==> src/rtl/core/sdc_pkg.sv <==
// ----------------------------------------------------------------------------
// sdc_pkg
// shared constants, status codes and inter-stage types of the serial day to
// calendar date converter
// ----------------------------------------------------------------------------
`default_nettype none

package sdc_pkg;

	// input range and special serial
	localparam logic [21:0] SERIAL_MAX     = 22'd2958465;
	localparam logic [21:0] PHANTOM_SERIAL = 22'd60;

	// julian day bias plus the first Fliegel-Van Flandern offset (68569 + 2415019)
	localparam logic [22:0] JD_BIAS = 23'd2483588;

	// century split: q = 4a / 146097, reciprocal floor(2^25 / 146097)
	localparam int          CENT_SHIFT = 25;
	localparam logic [24:0] CENT_DAYS4 = 25'd146097;
	localparam logic [7:0]  CENT_RECIP = 8'd229;

	// year split: q = 4000(a+1) / 1461001, reciprocal floor(2^28 / 1461001)
	localparam int          YEAR_SHIFT = 28;
	localparam logic [11:0] YEAR_SCALE = 12'd4000;
	localparam logic [27:0] YEAR_DIV   = 28'd1461001;
	localparam logic [7:0]  YEAR_RECIP = 8'd183;
	localparam logic [10:0] YEAR_DAYS4 = 11'd1461;

	// month split: q = 80a / 2447, reciprocal 80 * floor(2^17 / 2447)
	localparam int          MONTH_SHIFT   = 17;
	localparam logic [12:0] MONTH_RECIP80 = 13'd4240;
	localparam logic [11:0] MONTH_DIV     = 12'd2447;

	// year window
	localparam logic [13:0] YEAR_LOW  = 14'd1900;
	localparam logic [13:0] YEAR_HIGH = 14'd2100;

	typedef enum logic [1:0] {
		STATUS_OK     = 2'd0,
		STATUS_RANGE  = 2'd1,
		STATUS_WINDOW = 2'd2
	} status_t;

	typedef struct packed {
		logic range_err;
		logic phantom;
	} flags_t;

	// century stage result
	typedef struct packed {
		logic [7:0]  n;
		logic [15:0] a1;
		flags_t      flags;
	} cent_t;

	// year stage result
	typedef struct packed {
		logic [9:0]  a2;
		logic [13:0] ybase;
		flags_t      flags;
	} yr_t;

endpackage

`default_nettype wire

==> src/rtl/core/sdc_if.sv <==
// ----------------------------------------------------------------------------
// sdc channel interfaces
// valid/ready channels for serial day items and calendar date items
// ----------------------------------------------------------------------------
`default_nettype none

interface sdc_serial_if;
	logic        valid;
	logic        ready;
	logic [21:0] serial_day;

	modport source (output valid, output serial_day, input ready);
	modport sink   (input valid, input serial_day, output ready);
endinterface

interface sdc_date_if;
	logic        valid;
	logic        ready;
	logic        date_valid;
	logic [1:0]  status;
	logic [4:0]  day_of_month;
	logic [3:0]  month_number;
	logic [13:0] year_number;

	modport source (
		output valid, output date_valid, output status, output day_of_month,
		output month_number, output year_number, input ready
	);
	modport sink (
		input valid, input date_valid, input status, input day_of_month,
		input month_number, input year_number, output ready
	);
endinterface

`default_nettype wire

==> src/rtl/core/serial_day_to_calendar_date.sv <==
// ----------------------------------------------------------------------------
// serial_day_to_calendar_date
// spreadsheet serial day number to gregorian day, month and year
// ----------------------------------------------------------------------------
// Converts one serial day (1 = 1900-01-01) per item into day, month and year.
// The block takes one item every clock cycle while the output is not
// stalled, in an eleven-stage pipeline where each constant-reciprocal
// multiply and each remainder correction has a stage of its own. Every
// stage holds its item with a valid bit and moves on whenever the stage
// after it is empty or moving, so a stall at the output only backs up as
// far as there are full stages and bubbles close up. Serial 0 and serials
// above 2958465 give status 1 with zero date fields. Serial 60 gives the
// fictitious 29 Feb 1900 as a valid date. Dates outside 1900..2100, or days
// that do not fit the month, carry the computed fields with date_valid low
// and status 2.
// ----------------------------------------------------------------------------
`default_nettype none

module serial_day_to_calendar_date
	import sdc_pkg::*;
(
	input  wire logic   clk,
	input  wire logic   arst_n,
	sdc_serial_if.sink  serial_in,
	sdc_date_if.source  date_out
);

	// century stage -> year stage
	logic  cent_valid;
	logic  cent_ready;
	cent_t cent_data;

	// year stage -> month stage
	logic  yr_valid;
	logic  yr_ready;
	yr_t   yr_data;

	// stages 1-3: range check, phantom day, julian day, 400-year cycle split
	sdc_century u_century (
		.clk       (clk),
		.arst_n    (arst_n),
		.serial_in (serial_in),
		.out_valid (cent_valid),
		.out_ready (cent_ready),
		.out_data  (cent_data)
	);

	// stages 4-7: year in century, day count within the year
	sdc_year u_year (
		.clk       (clk),
		.arst_n    (arst_n),
		.in_valid  (cent_valid),
		.in_ready  (cent_ready),
		.in_data   (cent_data),
		.out_valid (yr_valid),
		.out_ready (yr_ready),
		.out_data  (yr_data)
	);

	// stages 8-11: month and day, validity window, output register
	sdc_month u_month (
		.clk      (clk),
		.arst_n   (arst_n),
		.in_valid (yr_valid),
		.in_ready (yr_ready),
		.in_data  (yr_data),
		.date_out (date_out)
	);

endmodule

`default_nettype wire

==> src/rtl/core/sdc_century.sv <==
// ----------------------------------------------------------------------------
// sdc_century
// stages 1-3: serial adjust, range flags, julian day and 400-year split
// ----------------------------------------------------------------------------
`default_nettype none

module sdc_century
	import sdc_pkg::*;
(
	input  wire logic   clk,
	input  wire logic   arst_n,
	sdc_serial_if.sink  serial_in,
	output logic        out_valid,
	input  wire logic   out_ready,
	output cent_t       out_data
);

	logic        vld_s1, vld_s2, vld_s3;
	logic        adv_s1, adv_s2, adv_s3;
	logic [22:0] a0_s1, a0_s2;
	flags_t      flg_s1, flg_s2, flg_s3;
	logic [7:0]  q1_s2;
	logic [7:0]  n_s3;
	logic [15:0] a1_s3;

	logic [21:0] s_adj;
	flags_t      flg_in;
	logic [32:0] prod1;
	logic [24:0] x1, r1, rc1;
	logic        ge1;

	assign adv_s3 = !vld_s3 || out_ready;
	assign adv_s2 = !vld_s2 || adv_s3;
	assign adv_s1 = !vld_s1 || adv_s2;
	assign serial_in.ready = adv_s1;

	always_ff @(posedge clk or negedge arst_n) begin
		if (!arst_n) begin
			vld_s1 <= 1'b0;
			vld_s2 <= 1'b0;
			vld_s3 <= 1'b0;
		end else begin
			if (adv_s1) vld_s1 <= serial_in.valid;
			if (adv_s2) vld_s2 <= vld_s1;
			if (adv_s3) vld_s3 <= vld_s2;
		end
	end

	// step over the phantom leap day for early serials
	always_comb begin
		s_adj = (serial_in.serial_day < PHANTOM_SERIAL) ?
			serial_in.serial_day + 22'd1 : serial_in.serial_day;
		flg_in.range_err = (serial_in.serial_day == '0) ||
			(serial_in.serial_day > SERIAL_MAX);
		flg_in.phantom = (serial_in.serial_day == PHANTOM_SERIAL);
	end

	// quotient estimate, low by at most one
	assign prod1 = {8'd0, a0_s1, 2'b00} * {25'd0, CENT_RECIP};

	// remainder correction; the new day count is the remainder over four
	always_comb begin
		x1  = {a0_s2, 2'b00};
		r1  = x1 - ({17'd0, q1_s2} * CENT_DAYS4);
		ge1 = (r1 >= CENT_DAYS4);
		rc1 = ge1 ? r1 - CENT_DAYS4 : r1;
	end

	always_ff @(posedge clk) begin
		if (adv_s1) begin
			a0_s1  <= {1'b0, s_adj} + JD_BIAS;
			flg_s1 <= flg_in;
		end
		if (adv_s2) begin
			q1_s2  <= prod1[CENT_SHIFT +: 8];
			a0_s2  <= a0_s1;
			flg_s2 <= flg_s1;
		end
		if (adv_s3) begin
			n_s3   <= q1_s2 + {7'd0, ge1};
			a1_s3  <= rc1[17:2];
			flg_s3 <= flg_s2;
		end
	end

	assign out_valid      = vld_s3;
	assign out_data.n     = n_s3;
	assign out_data.a1    = a1_s3;
	assign out_data.flags = flg_s3;

endmodule

`default_nettype wire

==> src/rtl/core/sdc_year.sv <==
// ----------------------------------------------------------------------------
// sdc_year
// stages 4-7: year within the century and day of year
// ----------------------------------------------------------------------------
`default_nettype none

module sdc_year
	import sdc_pkg::*;
(
	input  wire logic  clk,
	input  wire logic  arst_n,
	input  wire logic  in_valid,
	output logic       in_ready,
	input  wire cent_t in_data,
	output logic       out_valid,
	input  wire logic  out_ready,
	output yr_t        out_data
);

	localparam logic [17:0] DAY_BIAS  = 18'd31;
	localparam logic [13:0] CENT_BASE = 14'd49;
	localparam logic [13:0] CENT_YRS  = 14'd100;

	logic        vld_s4, vld_s5, vld_s6, vld_s7;
	logic        adv_s4, adv_s5, adv_s6, adv_s7;
	logic [27:0] x2_s4, x2_s5;
	logic [15:0] a1_s4, a1_s5, a1_s6;
	logic [7:0]  n_s4, n_s5, n_s6;
	flags_t      flg_s4, flg_s5, flg_s6, flg_s7;
	logic [6:0]  q2_s5, i_s6;
	logic [9:0]  a2_s7;
	logic [13:0] ybase_s7;

	logic [27:0] x2;
	logic [35:0] prod2;
	logic [27:0] r2;
	logic        ge2;
	logic [17:0] t2;

	assign adv_s7   = !vld_s7 || out_ready;
	assign adv_s6   = !vld_s6 || adv_s7;
	assign adv_s5   = !vld_s5 || adv_s6;
	assign adv_s4   = !vld_s4 || adv_s5;
	assign in_ready = adv_s4;

	always_ff @(posedge clk or negedge arst_n) begin
		if (!arst_n) begin
			vld_s4 <= 1'b0;
			vld_s5 <= 1'b0;
			vld_s6 <= 1'b0;
			vld_s7 <= 1'b0;
		end else begin
			if (adv_s4) vld_s4 <= in_valid;
			if (adv_s5) vld_s5 <= vld_s4;
			if (adv_s6) vld_s6 <= vld_s5;
			if (adv_s7) vld_s7 <= vld_s6;
		end
	end

	always_comb begin
		x2    = ({12'd0, in_data.a1} + 28'd1) * {16'd0, YEAR_SCALE};
		prod2 = {8'd0, x2_s4} * {28'd0, YEAR_RECIP};
		r2    = x2_s5 - ({21'd0, q2_s5} * YEAR_DIV);
		ge2   = (r2 >= YEAR_DIV);
		t2    = {2'b00, a1_s6} + DAY_BIAS -
			(({11'd0, i_s6} * {7'd0, YEAR_DAYS4}) >> 2);
	end

	always_ff @(posedge clk) begin
		if (adv_s4) begin
			x2_s4  <= x2;
			a1_s4  <= in_data.a1;
			n_s4   <= in_data.n;
			flg_s4 <= in_data.flags;
		end
		if (adv_s5) begin
			q2_s5  <= prod2[YEAR_SHIFT +: 7];
			x2_s5  <= x2_s4;
			a1_s5  <= a1_s4;
			n_s5   <= n_s4;
			flg_s5 <= flg_s4;
		end
		if (adv_s6) begin
			i_s6   <= q2_s5 + {6'd0, ge2};
			a1_s6  <= a1_s5;
			n_s6   <= n_s5;
			flg_s6 <= flg_s5;
		end
		if (adv_s7) begin
			a2_s7    <= t2[9:0];
			ybase_s7 <= (({6'd0, n_s6} - CENT_BASE) * CENT_YRS) + {7'd0, i_s6};
			flg_s7   <= flg_s6;
		end
	end

	assign out_valid      = vld_s7;
	assign out_data.a2    = a2_s7;
	assign out_data.ybase = ybase_s7;
	assign out_data.flags = flg_s7;

endmodule

`default_nettype wire

==> src/rtl/core/sdc_month.sv <==
// ----------------------------------------------------------------------------
// sdc_month
// stages 8-11: month and day split, validity checks, output register
// ----------------------------------------------------------------------------
`default_nettype none

module sdc_month
	import sdc_pkg::*;
(
	input  wire logic   clk,
	input  wire logic   arst_n,
	input  wire logic   in_valid,
	output logic        in_ready,
	input  wire yr_t    in_data,
	sdc_date_if.source  date_out
);

	localparam logic [16:0] MONTH_SCALE = 17'd80;
	localparam logic [11:0] CEIL_BIAS   = 12'd79;
	localparam logic [15:0] FIFTH_MUL   = 16'd205;
	localparam logic [5:0]  MONTH_SPAN  = 6'd12;

	logic        vld_s8, vld_s9, vld_s10, vld_s11;
	logic        adv_s8, adv_s9, adv_s10, adv_s11;
	logic [9:0]  a2_s8;
	logic [5:0]  q3_s8, j_s9;
	logic [11:0] rem_s9;
	logic [13:0] ybase_s8, ybase_s9;
	flags_t      flg_s8, flg_s9, flg_s10;
	logic [4:0]  d_s10;
	logic [5:0]  m_s10;
	logic [13:0] y_s10;
	logic        ok_s11;
	status_t     status_s11;
	logic [4:0]  d_s11;
	logic [3:0]  m_s11;
	logic [13:0] y_s11;

	logic [22:0] prod3;
	logic [16:0] x3, r3, rc3;
	logic        ge3;
	logic [11:0] t3;
	logic [15:0] p3;
	logic [1:0]  k3;
	logic        leap;
	logic        ok;
	logic [4:0]  mlen;

	function automatic logic [4:0] month_len(input logic [5:0] m, input logic lp);
		logic [4:0] len;
		case (m)
			6'd1, 6'd3, 6'd5, 6'd7, 6'd8, 6'd10, 6'd12: len = 5'd31;
			6'd4, 6'd6, 6'd9, 6'd11:                    len = 5'd30;
			6'd2:                                       len = lp ? 5'd29 : 5'd28;
			default:                                    len = 5'd0;
		endcase
		return len;
	endfunction

	assign adv_s11  = !vld_s11 || date_out.ready;
	assign adv_s10  = !vld_s10 || adv_s11;
	assign adv_s9   = !vld_s9 || adv_s10;
	assign adv_s8   = !vld_s8 || adv_s9;
	assign in_ready = adv_s8;

	always_ff @(posedge clk or negedge arst_n) begin
		if (!arst_n) begin
			vld_s8  <= 1'b0;
			vld_s9  <= 1'b0;
			vld_s10 <= 1'b0;
			vld_s11 <= 1'b0;
		end else begin
			if (adv_s8)  vld_s8  <= in_valid;
			if (adv_s9)  vld_s9  <= vld_s8;
			if (adv_s10) vld_s10 <= vld_s9;
			if (adv_s11) vld_s11 <= vld_s10;
		end
	end

	always_comb begin
		prod3 = {13'd0, in_data.a2} * {10'd0, MONTH_RECIP80};
		x3    = {7'd0, a2_s8} * MONTH_SCALE;
		r3    = x3 - ({11'd0, q3_s8} * {5'd0, MONTH_DIV});
		ge3   = (r3 >= {5'd0, MONTH_DIV});
		rc3   = ge3 ? r3 - {5'd0, MONTH_DIV} : r3;
		// day is the remainder over 80, rounded up: (r + 79) / 16 / 5
		t3    = rem_s9 + CEIL_BIAS;
		p3    = {8'd0, t3[11:4]} * FIFTH_MUL;
		if (j_s9 >= 6'd33)      k3 = 2'd3;
		else if (j_s9 >= 6'd22) k3 = 2'd2;
		else if (j_s9 >= 6'd11) k3 = 2'd1;
		else                    k3 = 2'd0;
		// only 1900, 2000 and 2100 are century years inside the window
		leap  = (y_s10[1:0] == 2'b00) && (y_s10 != YEAR_LOW) && (y_s10 != YEAR_HIGH);
		mlen  = month_len(m_s10, leap);
		ok    = (y_s10 >= YEAR_LOW) && (y_s10 <= YEAR_HIGH) &&
			(m_s10 >= 6'd1) && (m_s10 <= MONTH_SPAN) &&
			(d_s10 != 5'd0) && (d_s10 <= mlen);
	end

	always_ff @(posedge clk) begin
		if (adv_s8) begin
			q3_s8    <= prod3[MONTH_SHIFT +: 6];
			a2_s8    <= in_data.a2;
			ybase_s8 <= in_data.ybase;
			flg_s8   <= in_data.flags;
		end
		if (adv_s9) begin
			j_s9     <= q3_s8 + {5'd0, ge3};
			rem_s9   <= rc3[11:0];
			ybase_s9 <= ybase_s8;
			flg_s9   <= flg_s8;
		end
		if (adv_s10) begin
			d_s10   <= p3[14:10];
			m_s10   <= j_s9 + 6'd2 - ({4'd0, k3} * MONTH_SPAN);
			y_s10   <= ybase_s9 + {12'd0, k3};
			flg_s10 <= flg_s9;
		end
		if (adv_s11) begin
			if (flg_s10.range_err) begin
				ok_s11     <= 1'b0;
				status_s11 <= STATUS_RANGE;
				d_s11      <= '0;
				m_s11      <= '0;
				y_s11      <= '0;
			end else if (flg_s10.phantom) begin
				ok_s11     <= 1'b1;
				status_s11 <= STATUS_OK;
				d_s11      <= 5'd29;
				m_s11      <= 4'd2;
				y_s11      <= YEAR_LOW;
			end else begin
				ok_s11     <= ok;
				status_s11 <= ok ? STATUS_OK : STATUS_WINDOW;
				d_s11      <= d_s10;
				m_s11      <= m_s10[3:0];
				y_s11      <= y_s10;
			end
		end
	end

	assign date_out.valid        = vld_s11;
	assign date_out.date_valid   = ok_s11;
	assign date_out.status       = status_s11;
	assign date_out.day_of_month = d_s11;
	assign date_out.month_number = m_s11;
	assign date_out.year_number  = y_s11;

endmodule

`default_nettype wire

==> src/flat_wrapper.sv <==
// flat-port wrapper written by rule: the top's interface ports become plain ports
module serial_day_to_calendar_date_flat import sdc_pkg::*;
  (clk, arst_n, serial_in_valid, serial_in_serial_day, serial_in_ready, date_out_valid, date_out_date_valid, date_out_status, date_out_day_of_month, date_out_month_number, date_out_year_number, date_out_ready);
  sdc_serial_if serial_in_i ();
  sdc_date_if date_out_i ();
  input  wire logic clk;
  input  wire logic arst_n;
  input wire logic [$bits(serial_in_i.valid)-1:0] serial_in_valid;
  input wire logic [$bits(serial_in_i.serial_day)-1:0] serial_in_serial_day;
  output wire logic [$bits(serial_in_i.ready)-1:0] serial_in_ready;
  output wire logic [$bits(date_out_i.valid)-1:0] date_out_valid;
  output wire logic [$bits(date_out_i.date_valid)-1:0] date_out_date_valid;
  output wire logic [$bits(date_out_i.status)-1:0] date_out_status;
  output wire logic [$bits(date_out_i.day_of_month)-1:0] date_out_day_of_month;
  output wire logic [$bits(date_out_i.month_number)-1:0] date_out_month_number;
  output wire logic [$bits(date_out_i.year_number)-1:0] date_out_year_number;
  input wire logic [$bits(date_out_i.ready)-1:0] date_out_ready;
  assign serial_in_i.valid = serial_in_valid;
  assign serial_in_i.serial_day = serial_in_serial_day;
  assign serial_in_ready = serial_in_i.ready;
  assign date_out_valid = date_out_i.valid;
  assign date_out_date_valid = date_out_i.date_valid;
  assign date_out_status = date_out_i.status;
  assign date_out_day_of_month = date_out_i.day_of_month;
  assign date_out_month_number = date_out_i.month_number;
  assign date_out_year_number = date_out_i.year_number;
  assign date_out_i.ready = date_out_ready;
  serial_day_to_calendar_date u_core (.clk(clk), .arst_n(arst_n), .serial_in(serial_in_i), .date_out(date_out_i));
endmodule
==> config.mk <==
export PLATFORM = sky130hd
export DESIGN_NAME = serial_day_to_calendar_date_flat
export DESIGN_NICKNAME = d
export VERILOG_FILES = /design/src/rtl/core/sdc_pkg.sv /design/src/rtl/core/sdc_if.sv /design/src/rtl/core/serial_day_to_calendar_date.sv /design/src/rtl/core/sdc_century.sv /design/src/rtl/core/sdc_year.sv /design/src/rtl/core/sdc_month.sv /design/src/flat_wrapper.sv
export SDC_FILE = /design/constraint.sdc
export NUM_CORES = 2
export LEC_CHECK = 0
export BUFFER_PORTS_ARGS = -buffer_cell sky130_fd_sc_hd__buf_2
export CAP_MARGIN = 10
export CORE_ASPECT_RATIO = 0.7
export CORE_MARGIN = 10
export CORE_UTILIZATION = 60
export DETAILED_ROUTE_END_ITERATION = 10
export PLACE_DENSITY = 0.84
export RECOVER_POWER = 50
export SYNTH_ARGS = -nofsm -noshare
export SYNTH_HDL_FRONTEND = slang
export SYNTH_SLANG_ARGS = --single-unit
==> constraint.sdc <==
create_clock -name clk -period 8.9 [get_ports clk]
set_input_delay 1.78 -clock clk [delete_from_list [all_inputs] [get_ports clk]]
set_output_delay 1.78 -clock clk [all_outputs]
set_load 0.01 [all_outputs]
==> results.txt <==
----------------------------------------------------
[GRT]
  Total global-route track usage ... 0.202
  GR Util met3 ... 0.0280
  Via count of the first global-routing pass ... 23,000
  Initial antenna violation count ... 0
  Pin count of the biggest net entering global routing ... 53
  GR Overflow Total ... 0
  Highest-utilization routing layer at the global route stage ... met2
  Grt met2 use ... 0.327
  Met1 track utilization from global routing ... 0.288
  Wire length of the first global-routing pass ... 115,000 µm

[Synth]
  Main flop type after synthesis ... edfxtp_1
  Cell area after synthesis ... 34,600 µm²
  Number of library cell types mapped by synthesis ... 86
  Number of nets in the synthesized netlist ... 4,051
  Synth warnings ... 0
  Register bit count reported by yosys ... 359
  Number of enable flip-flop cells after synthesis ... 348
  Mean instance size in the synthesized netlist ... 11.0 µm²
  Post-Syn Instances ... 3,137
  Post-synthesis sequential area ratio ... 0.310
  Fraction of registers with async set or reset after synthesis ... 0.0306

[CTS]
  Clock-pin slew on the worst setup and hold paths ... 0.07 ns
  Post-CTS setup-driven buffer insertion count ... 0
  Clock Tree Buf Depth ... 3
  Clock sink count ... 359
  CTS Root Cell ... clkbuf_16
  Post-cts repair resize count ... 0
  Number of buffers added by the clock tree synthesis step ... 36
  Clock Latency Late Sink ... 0.55 ns
  Clock tree from TritonCTS ... yes
  Maximum level of the CTS H-tree ... 2
  Post-CTS Hold Buffers ... 0

[Route]
  Initial DRT Pass Iterations ... 8
  DRC violation count after routing ... 0
  Detail-routed via count per cell ... 5.65
  Wire length per cell ... 17.2 µm
  Number of routed nets with antenna violations ... 0
  Routed wire length ... 68,500 µm
  Iteration-0 DRC Markers ... 1,498
  Total via count after detailed routing ... 22,500

[STA]
  Setup slack of the critical path after layout ... 1.40 ns
  Final Hold Vio Count ... 0
  Headroom to the max-slew limit ... -0.878
  Peak Freq ... 133 MHz
  Setup tns final ... 0 ns
  Transition time at the pin with the least slew margin ... 2.82 ns
  Max-slew violation total from the final report ... 116
  Clock skew ... 0.0271 ns
  Number of setup violations in the final report ... 0
  Fin crit period ... 7.50 ns
  Ratio of final minimum period to clock period ... 0.843
  Unrepaired setup endpoints after global routing ... false

[Min path]
  Worst Hold Class ... register to register

[Die]
  Die Ht ... 221 µm
  Top Ports ... 54
  Starting density of the core ... 0.609
  Die width ... 307 µm
  Number of standard-cell rows in the floorplan ... 73
  Overall die area ... 67,900 µm²
  Standard cell core area ... 56,900 µm²

[Worst setup path]
  Kind of capture point of the worst setup path ... primary output
  Kind of critical path ... input pin to primary output
  Data required, critical path ... 7.12 ns
  Crit Path Max Fanout ... 52
  Critical path arrival ... 5.72 ns
  Critical path launch point type ... input pin

[Flow run]
  # Max-Cap Violations ... 3

[Place]
  Detailed-placement wirelength estimate ... 54,400 µm
  Routability congestion estimate from global placement ... 0.899
  Port Buf Inserts ... 53
  Pre-CTS WS ... 1.78 ns

[Layout]
  Fin nets ... 4,124
  Area grow syn2layout ... 6.98%
  Proportion of layout cells with a drive suffix above 1 ... 0.0389
  Layout fillers ... 4,113
  Number of diodes ... 0

[Outcome]
  Violated checks ... capacitance limit, slew limit
  Result of the run ... finished with violations

----------------------------------------------------
[cell type report]
type | instances | area, µm² | area share
clock inverters | 21 | 322 | 0.00868
well taps | 750 | 938 | 0.0253
multi-input cells | 2125 | 21400 | 0.579
repair buffers | 63 | 314 | 0.00848
flip-flops and latches | 359 | 10700 | 0.290
clock buffers | 44 | 952 | 0.0257
inverters | 625 | 2350 | 0.0633
[routing by layer]
layer / vias up / wire, µm / share of wire
li1: 10800 / - / -
met1: 11100 / 31700 / 0.46
met2: 549 / 32100 / 0.47
met3: 109 / 3450 / 0.050
met4: 0 / 1350 / 0.020
met5: - / 0 / 0
[worst max-delay path, stage by stage]
cell and delay (ns):
buf_2 0.08, nor2b_1 0.05, and2_0 0.22, and3_1 0.28
nand4_1 0.13, clkbuf_1 1.99, nor2_1 0.35, nand4_1 0.26
buf_4 0.35, buf_2 0.20
[stage by stage]
step / utilization / hold slack [ns] / area (µm²) / std cells
after floorplan: - / 0.400 / 34600 / 3137
after global placement: 0.629 / 0.401 / 35800 / 3921
after detailed placement: 0.629 / 0.405 / 35800 / 3921
after CTS: 0.651 / 0.402 / 37100 / 3986
after global routing: 0.651 / 0.411 / 37000 / 3987
final: 0.651 / 0.408 / 37000 / 3987
[flip-flops by register name (all words and copies together) (netlist names), 10 cells and up]
name,count
u_core.u_century.a0_s1,23
u_core.u_year.a1_s6,10
u_core.u_century.a1_s3,16
u_core.u_month.a2_s8,10
u_core.u_month.ybase_s9,14
u_core.u_year.x2_s4,23
u_core.u_year.x2_s5,23
u_core.u_year.ybase_s7,14
u_core.u_month.rem_s9,11
u_core.u_year.a1_s4,10
u_core.u_year.a2_s7,10
u_core.u_month.ybase_s8,14
u_core.u_year.a1_s5,10
u_core.u_month.date_out.year_number,14
u_core.u_century.a0_s2,23
u_core.u_month.y_s10,14
[cells by family (layout without fill, tap and decap cells)]
kind of cell,count (synthesis),count (layout),share of synthesized area
adder cells (fa/ha/maj),888,888,0.392
buffers and inverters,653,753,0.0709
AND/OR/NAND/NOR,558,558,0.0818
AO/OA/AOI/OAI,437,437,0.0843
flip-flops,359,359,0.310
XOR/XNOR,237,237,0.0599
multiplexers,5,5,0.00152
[placed cells by master (no fill, tap or decap), types with 38 or more instances in the layout]
master    count
a21o_1       56
a21oi_1     111
clkbuf_1     38
edfxtp_1    348
fa_1        327
ha_1        561
inv_1       624
nand2_1     108
nand3_1      52
nor2_1      151
nor3_1       45
o21ai_0      72
xnor2_1     160
xor2_1       77
[path summary, 6_finish.rpt]
kind	from	endpoint	slack [ns]	cells after the start
worst min-delay path	u_core.u_century.out_data[0]	u_core.u_year.flg_s4[0]	0.41	0
worst min register to register	u_core.u_century.out_data[0]	u_core.u_year.flg_s4[0]	0.41	0
worst max register to register	u_core.u_century.q1_s2[0]	u_core.u_century.n_s3[6]	1.62	23
worst max-delay path	date_out_ready	serial_in_ready	1.40	10
min in group asynchronous	arst_n	u_core.u_year.vld_s6	1.23	1
max in group asynchronous	arst_n	u_core.u_century.out_valid	7.24	1
[cells in the mapped netlist, types with 52 or more instances]
cell type	count	area, µm²
a21o_1	56	420
a21oi_1	111	556
edfxtp_1	348	10500
fa_1	327	6550
ha_1	561	7020
inv_1	625	2350
nand2_1	108	405
nand3_1	52	260
nor2_1	151	567
o21ai_0	72	360
xnor2_1	160	1400
xor2_1	77	674
Power is left out: the tool's default activity adds up to more than one toggle a clock period on the data nets, which glitch-free logic cannot reach.
